<file path="config.mk">
export PLATFORM = sky130hd
export DESIGN_NAME = cps_fifo
export DESIGN_NICKNAME = d
export VERILOG_FILES = /design/src/rtl/core/cps_fifo.sv
export SDC_FILE = /design/constraint.sdc
export NUM_CORES = 1
export LEC_CHECK = 0
export BUFFER_PORTS_ARGS = -buffer_cell sky130_fd_sc_hd__buf_2
export CELL_PAD_IN_SITES_DETAIL_PLACEMENT = 0
export CELL_PAD_IN_SITES_GLOBAL_PLACEMENT = 1
export CORE_ASPECT_RATIO = 1.1
export CORE_UTILIZATION = 30
export CTS_CLUSTER_DIAMETER = 100
export DETAILED_ROUTE_END_ITERATION = 8
export HOLD_SLACK_MARGIN = 0.02
export PLACE_DENSITY = 0.54
export SYNTH_ARGS = -nofsm -noshare
export SYNTH_HDL_FRONTEND = slang
export SYNTH_SLANG_ARGS = --single-unit
</file>
<file path="constraint.sdc">
create_clock -name clock -period 2.2 [get_ports clock]
set_input_delay 0.33 -clock clock [delete_from_list [all_inputs] [get_ports clock]]
set_output_delay 0.33 -clock clock [all_outputs]
set_load 0.05 [all_outputs]
</file>
<file path="src/rtl/core/cps_fifo.sv">
// Short decoupling queue between the classify front and the divide back end.
`timescale 1ns / 1ps
`default_nettype none
module cps_fifo #(
   parameter int WIDTH = 8,
   parameter int DEPTH = 4
) (
   input  wire logic             clock,
   input  wire logic             reset,
   input  wire logic             wr_valid,
   output logic                  wr_stall,
   input  wire logic [WIDTH-1:0] wr_data,
   output logic                  rd_valid,
   input  wire logic             rd_stall,
   output logic [WIDTH-1:0]      rd_data
);
   localparam int AW = (DEPTH > 1) ? $clog2(DEPTH) : 1;

   logic [WIDTH-1:0] mem_ff [DEPTH];
   logic [AW-1:0]    wptr_ff, wptr_in, rptr_ff, rptr_in;
   logic [AW:0]      cnt_ff, cnt_in;
   logic             push, pop;

   assign wr_stall = (cnt_ff == (AW+1)'(DEPTH));
   assign rd_valid = (cnt_ff != '0);
   assign rd_data  = mem_ff[rptr_ff];
   assign push     = wr_valid && !wr_stall;
   assign pop      = rd_valid && !rd_stall;

   // pointer and count update
   always_comb begin
      wptr_in = wptr_ff;
      rptr_in = rptr_ff;
      if (push) wptr_in = (wptr_ff == AW'(DEPTH-1)) ? '0 : wptr_ff + 1'b1;
      if (pop)  rptr_in = (rptr_ff == AW'(DEPTH-1)) ? '0 : rptr_ff + 1'b1;
      cnt_in = cnt_ff + (AW+1)'(push) - (AW+1)'(pop);
   end

   always_ff @(posedge clock) begin
      if (reset) begin
         wptr_ff <= '0;
         rptr_ff <= '0;
         cnt_ff  <= '0;
      end else begin
         wptr_ff <= wptr_in;
         rptr_ff <= rptr_in;
         cnt_ff  <= cnt_in;
      end
      if (push) mem_ff[wptr_ff] <= wr_data;
   end
endmodule
`default_nettype wire

</file>
Word-level counts from Yosys, hierarchy flattened
Memories as Yosys holds them, arrays and structs flattened. A register that Yosys moved wholly into a read port is not among the register bits.
Cells that the tools add are included.
- bits in registers: 7
- memory bits (writable): 32
- input port bits: 12
- word-level logic and storage cells: 22
- memories: 1
- memory list (memory ; depth ; bits a word ; rd ports ; clocked after memory_dff ; write ports ; RTL line ; source):
    mem_ff ; 4 ; 8 ; 1 ; 1 ; 1 ; 19 ; logic [WIDTH-1:0] mem_ff [DEPTH];
- add/sub/neg operators: 4
- equality and inequality tests: 3
- mux-type cells: 6
- reductions and logical operators: 5
- operators by type and width (kind ; number):
    2-bit 2-to-1 mux ; 4
    2-bit by 1-bit adder with 2-bit output, second input constant ; 2
    2-bit == test, second input constant ; 2
    3-bit by 1-bit adder with 3-bit output ; 1
    3-bit == test, second input constant ; 1
    3-bit nonzero test ; 1
    3-bit by 1-bit subtractor with 3-bit output ; 1
    1-bit logical AND ; 2
    1-bit logical NOT ; 2
    1-bit 2-to-1 mux ; 2

Depth between registers and ports, before layout
- depth in word-level cells: 5
- mapped depth: 12
- mapped depth without buffers: 11

Worst setup path before layout
OpenSTA, ideal clock, no wires.
- path kind: register -> register
- start point: reg cnt_ff[1]
- end point: reg cnt_ff[2]
- setup time: 0.078 ns
- arrival: 2.229 ns
- data required time: 2.122 ns
- slack: -0.106 ns
- cell stages (with the launch flop): 13
- buffers on the path: 1
- period minus slack after synthesis: 2.306 ns
- cell sequence: dfxtp_1 or3b_1 buf_6 and2_4 inv_1 ha_1 inv_1 ha_1 inv_1 fa_1 xor2_1 and2_1 nor3_1
- word-level cells in the longest chain between the ends: 5
- elaborated cells between the ends (all ways): 7
- those cells by class: add/sub (2); eq/ne (1); reduce/logical (4)
- RTL lines (element ; RTL line ; source):
    start, declared ; 21 ; logic [AW:0] cnt_ff, cnt_in;
    start signal, assigned ; 47 ; cnt_ff <= cnt_in;
    3-bit == test ; 24 ; assign wr_stall = (cnt_ff == (AW+1)'(DEPTH));
    1-bit logical NOT ; 27 ; assign push = wr_valid && !wr_stall;
    1-bit logical AND ; 27 ;
    3-bit by 1-bit adder with 3-bit output ; 36 ; cnt_in = cnt_ff + (AW+1)'(push) - (AW+1)'(pop);
    3-bit by 1-bit subtractor with 3-bit output * ; 36 ;
Mark *: on every way between the ends. The rest lies on a longest branch, timed or not.
A chain may end at the register's enable or synchronous reset.

Worst setup path in the final report
Same ends and word-level chain as after synthesis.

==> flow_results.xml <==
<?xml version="1.0" encoding="UTF-8"?>
<metrics>
  <group name="status">
    <metric name="outcome" unit="">finished, final reports clean</metric>
  </group>
  <group name="sta">
    <metric name="hold_violations" unit="">0</metric>
    <metric name="rsz_0062_raised_after_global_routing" unit="">yes</metric>
    <metric name="min_period_over_period" unit="">0.9945</metric>
    <metric name="fin_skew" unit="ns">0.003960</metric>
    <metric name="final_critical_path_setup_slack" unit="ns">0.01215</metric>
    <metric name="finalSetupViolCount" unit="">0</metric>
    <metric name="tightestPinTransition" unit="ns">0.4694</metric>
    <metric name="clock.fmax" unit="MHz">457.1</metric>
    <metric name="slew_margin_rel" unit="">0.6871</metric>
    <metric name="timing.setup.tns" unit="ns">0</metric>
    <metric name="finalWorstPathRequiredPeriod" unit="ns">2.188</metric>
    <metric name="drv_slew" unit="">0</metric>
  </group>
  <group name="yosys">
    <metric name="synth-edff-count" unit="">32</metric>
    <metric name="post_synth_inst_count" unit="">94</metric>
    <metric name="yosys_warnings" unit="">0</metric>
    <metric name="synthMostInstantiatedCell" unit="">edfxtp_1</metric>
    <metric name="synth.cell_area" unit="sq mm">0.001640</metric>
    <metric name="ys.flop_type" unit="">edfxtp_1</metric>
    <metric name="synthesis.nets" unit="">114</metric>
    <metric name="fraction_of_synthesized_cell_area_taken_by_the_top_area_cell_type" unit="">0.5858</metric>
    <metric name="yosys.area.top_type" unit="">edfxtp_1</metric>
    <metric name="synth.top_cells.by_count" unit="">edfxtp_1, dfxtp_1, mux4_2, ha_1, inv_1</metric>
    <metric name="ys_async_sr_fraction" unit="">0</metric>
    <metric name="synth.ff_latch_count" unit="">41</metric>
    <metric name="synth-seq-area-share" unit="">0.6957</metric>
    <metric name="synth_area_leaders" unit="">edfxtp_1, dfxtp_1, mux4_2</metric>
    <metric name="synth.avg_cell_area" unit="sq um">17.45</metric>
    <metric name="count_of_distinct_cell_types_in_the_synthesized_netlist" unit="">26</metric>
  </group>
  <group name="clock_network">
    <metric name="worstSkewPairLatency" unit="ns">0.28</metric>
    <metric name="worst_setup_hold_path_clk_slew" unit="ns">0.07</metric>
    <metric name="htree_levels" unit="">2</metric>
    <metric name="cts.path.max_buffers" unit="">2</metric>
    <metric name="ctsRootBufferMaster" unit="">clkbuf_8</metric>
    <metric name="cts_tree" unit="">built</metric>
    <metric name="cts_buffers" unit="">5</metric>
    <metric name="count_of_hold_buffers_inserted_by_post_cts_repair" unit="">0</metric>
    <metric name="tritoncts_num_sinks" unit="">41</metric>
  </group>
  <group name="pwr">
    <metric name="worst_ir_drop_vdd" unit="V">0.0003593</metric>
    <metric name="power.sequential.fraction" unit="">0.416</metric>
    <metric name="power.switching_fraction" unit="">0.3436</metric>
    <metric name="p_leak" unit="nW">0.7453</metric>
    <metric name="powerDensity" unit="mW/mm^2">1221</metric>
    <metric name="logic_gate_share_of_total_power" unit="">0.352</metric>
    <metric name="internal-power" unit="mW">1.588</metric>
    <metric name="report.power.total" unit="mW">2.419</metric>
    <metric name="power.net_switching" unit="mW">0.8312</metric>
    <metric name="power.share.clock" unit="">0.232</metric>
  </group>
  <group name="place">
    <metric name="port_buffers" unit="">21</metric>
    <metric name="post-place-ws" unit="ns">-0.004065</metric>
    <metric name="hpwl" unit="mm">1.827</metric>
    <metric name="placed_cells" unit="">187</metric>
    <metric name="routabilityCongestion" unit="">0.7009</metric>
  </group>
  <group name="route">
    <metric name="drt_first_iter_violations" unit="">30</metric>
    <metric name="wire_per_inst" unit="um">13.23</metric>
    <metric name="routed_wl" unit="mm">2.606</metric>
    <metric name="via_count" unit="">879</metric>
    <metric name="antenna_violating_nets_post_route" unit="">0</metric>
    <metric name="remaining_drc_errors" unit="">0</metric>
    <metric name="average_via_count_per_standard_cell" unit="">4.462</metric>
    <metric name="drtPass1Iterations" unit="">4</metric>
  </group>
  <group name="finish">
    <metric name="nets" unit="">144</metric>
    <metric name="finalNonFillerCells" unit="">197</metric>
    <metric name="final_layout_size_suffix_gt1_frac" unit="">0.4000</metric>
    <metric name="nFillCells" unit="">508</metric>
    <metric name="antenna_cells_inserted" unit="">0</metric>
    <metric name="synthesis_to_layout_area_growth" unit="%">20.75</metric>
  </group>
  <group name="setup_path">
    <metric name="critical_path_required" unit="ns">2.38</metric>
    <metric name="path_max_fanout" unit="">2</metric>
    <metric name="worst_r2r_startpoint" unit="">cnt_ff[1]</metric>
    <metric name="worst-setup-path-type" unit="">register to register</metric>
    <metric name="reg2reg_depth" unit="">11</metric>
    <metric name="cp-end-kind" unit="">register</metric>
    <metric name="worst_setup_path_start_kind" unit="">register</metric>
    <metric name="worst-r2r-setup-slack" unit="ns">0.01</metric>
    <metric name="worstReg2RegEnd" unit="">cnt_ff[2]</metric>
    <metric name="timing.critical_path.from" unit="">cnt_ff[1]</metric>
    <metric name="arrival" unit="ns">2.36</metric>
  </group>
  <group name="floorplan">
    <metric name="fp.coreArea" unit="sq mm">0.005135</metric>
    <metric name="die_y" unit="um">79.56</metric>
    <metric name="die_span_x" unit="um">72.51</metric>
    <metric name="std_cell_rows" unit="">27</metric>
    <metric name="dieArea" unit="sq mm">0.005768</metric>
    <metric name="floorplan.io_pins" unit="">22</metric>
    <metric name="start_util" unit="">0.3194</metric>
  </group>
  <group name="min_path">
    <metric name="hold_depth" unit="">1</metric>
    <metric name="holdCritPathClass" unit="">input pin to register</metric>
    <metric name="hold_path_end" unit="">mem_ff[2][3]</metric>
    <metric name="min-delay-start" unit="">wr_data[3]</metric>
  </group>
  <group name="run">
    <metric name="max_cap_violations" unit="">0</metric>
  </group>
  <group name="global_routing">
    <metric name="total_global_routing_track_utilization" unit="">0.1058</metric>
    <metric name="globalRouteOverflowTotal" unit="">0</metric>
    <metric name="grt_first_pass_wirelength" unit="mm">4.374</metric>
    <metric name="grt_max_degree" unit="">13</metric>
    <metric name="first_global_vias" unit="">885</metric>
    <metric name="antenna_found_initial" unit="">0</metric>
  </group>
</metrics>
==> state kept, by name, indices dropped and copies added (netlist names), named ones only <==
name,count
cnt_ff,3
mem_ff,32
rptr_ff,2
wptr_ff,2
==> power groups by stage <==
stage,combinational (mW),clock [mW],sequential [mW]
3_3_place_gp,0.830,0,1.02
5_1_grt,0.931,0.620,1.02
2_1_floorplan,0.655,0,1.01
6_report,0.851,0.561,1.01
3_5_place_dp,0.834,0,1.03
4_1_cts,0.861,0.583,1.01
==> metal layers <==
metal	track usage	up-vias	wire length (um)	part of all wire
met5	0	-	0	0
met4	0.04706	0	48	0.018
met3	0.04293	6	129	0.050
met2	0.1729	19	1315	0.50
met1	0.1210	441	1113	0.43
li1	-	413	-	-
==> worst max-delay path, cell delays in order, from the launching register on <==
cell and delay [ns]:
dfxtp_2 0.33, or3b_4 0.39, and2_4 0.17, inv_1 0.05, ha_1 0.21, inv_1 0.05
ha_1 0.13, inv_1 0.05, fa_2 0.33, xor2_1 0.18, and2_1 0.17, nor3_2 0.04
==> how the worst max path moves through the flow <==
| stage | end | slack [ns] | cells after the start |
|---|---|---|---|
| 6_report | cnt_ff[2] | 0.01 | 11 |
| 5_1_grt | cnt_ff[2] | -0.12 | 11 |
| 4_1_cts | cnt_ff[2] | -0.01 | 11 |
| 3_5_place_dp | cnt_ff[2] | -0.004 | 11 |
| 3_3_place_gp | cnt_ff[2] | 0.04 | 11 |
| 2_1_floorplan | cnt_ff[2] | -0.04 | 12 |
==> layout make-up <==
type	count	area, sq um	area share
clock buffers	8	111.4	0.05622
repair buffers	27	150.1	0.07581
multi-input cells	42	459.2	0.2318
well taps	72	90.09	0.04548
flip-flops and latches	41	1144	0.5774
inverters	7	26.28	0.01327
==> through the flow <==
| step | hold slack, ns | utilization | instance area (sq um) |
|---|---|---|---|
| 2_1_floorplan | 0.4289 | - | 1645 |
| 3_3_place_gp | 0.4900 | 0.3596 | 1847 |
| 3_5_place_dp | 0.5073 | 0.3596 | 1847 |
| 4_1_cts | 0.2473 | 0.3847 | 1976 |
| 5_1_grt | 0.2512 | 0.3857 | 1981 |
| 6_report | 0.2564 | 0.3857 | 1981 |
==> repair_timing <==
item	CTS	global route
endpoints found under the setup margin	1	1
hold endpoints to repair	0	0
pin swaps	1	0
buffers inserted	2	0
resized for setup	1	1
==> placed cells by master, fill, tap and decap left out, types with 3 or more instances in the layout <==
| cell | instances |
|---|---|
| inv_1 | 7 |
| buf_2 | 21 |
| and3_1 | 3 |
| mux4_2 | 8 |
| dfxtp_1 | 7 |
| a21oi_1 | 3 |
| buf_4 | 6 |
| ha_1 | 7 |
| clkbuf_8 | 6 |
| nor2_1 | 3 |
| edfxtp_1 | 32 |
==> cells by family (layout without fill, tap and decap cells) <==
logic type / Yosys count / in the layout / share of synthesized area
buffers and inverters: 11 / 42 / 0.03051
adders and majority gates: 8 / 8 / 0.06560
AOI/OAI and AO/OA: 7 / 7 / 0.02746
muxes: 8 / 8 / 0.1098
xor gates and xnor gates: 1 / 1 / 0.005340
and+or+nand+nor: 18 / 18 / 0.06561
DFF: 41 / 41 / 0.6956
Note: power is estimated with default switching activity, not from simulation.
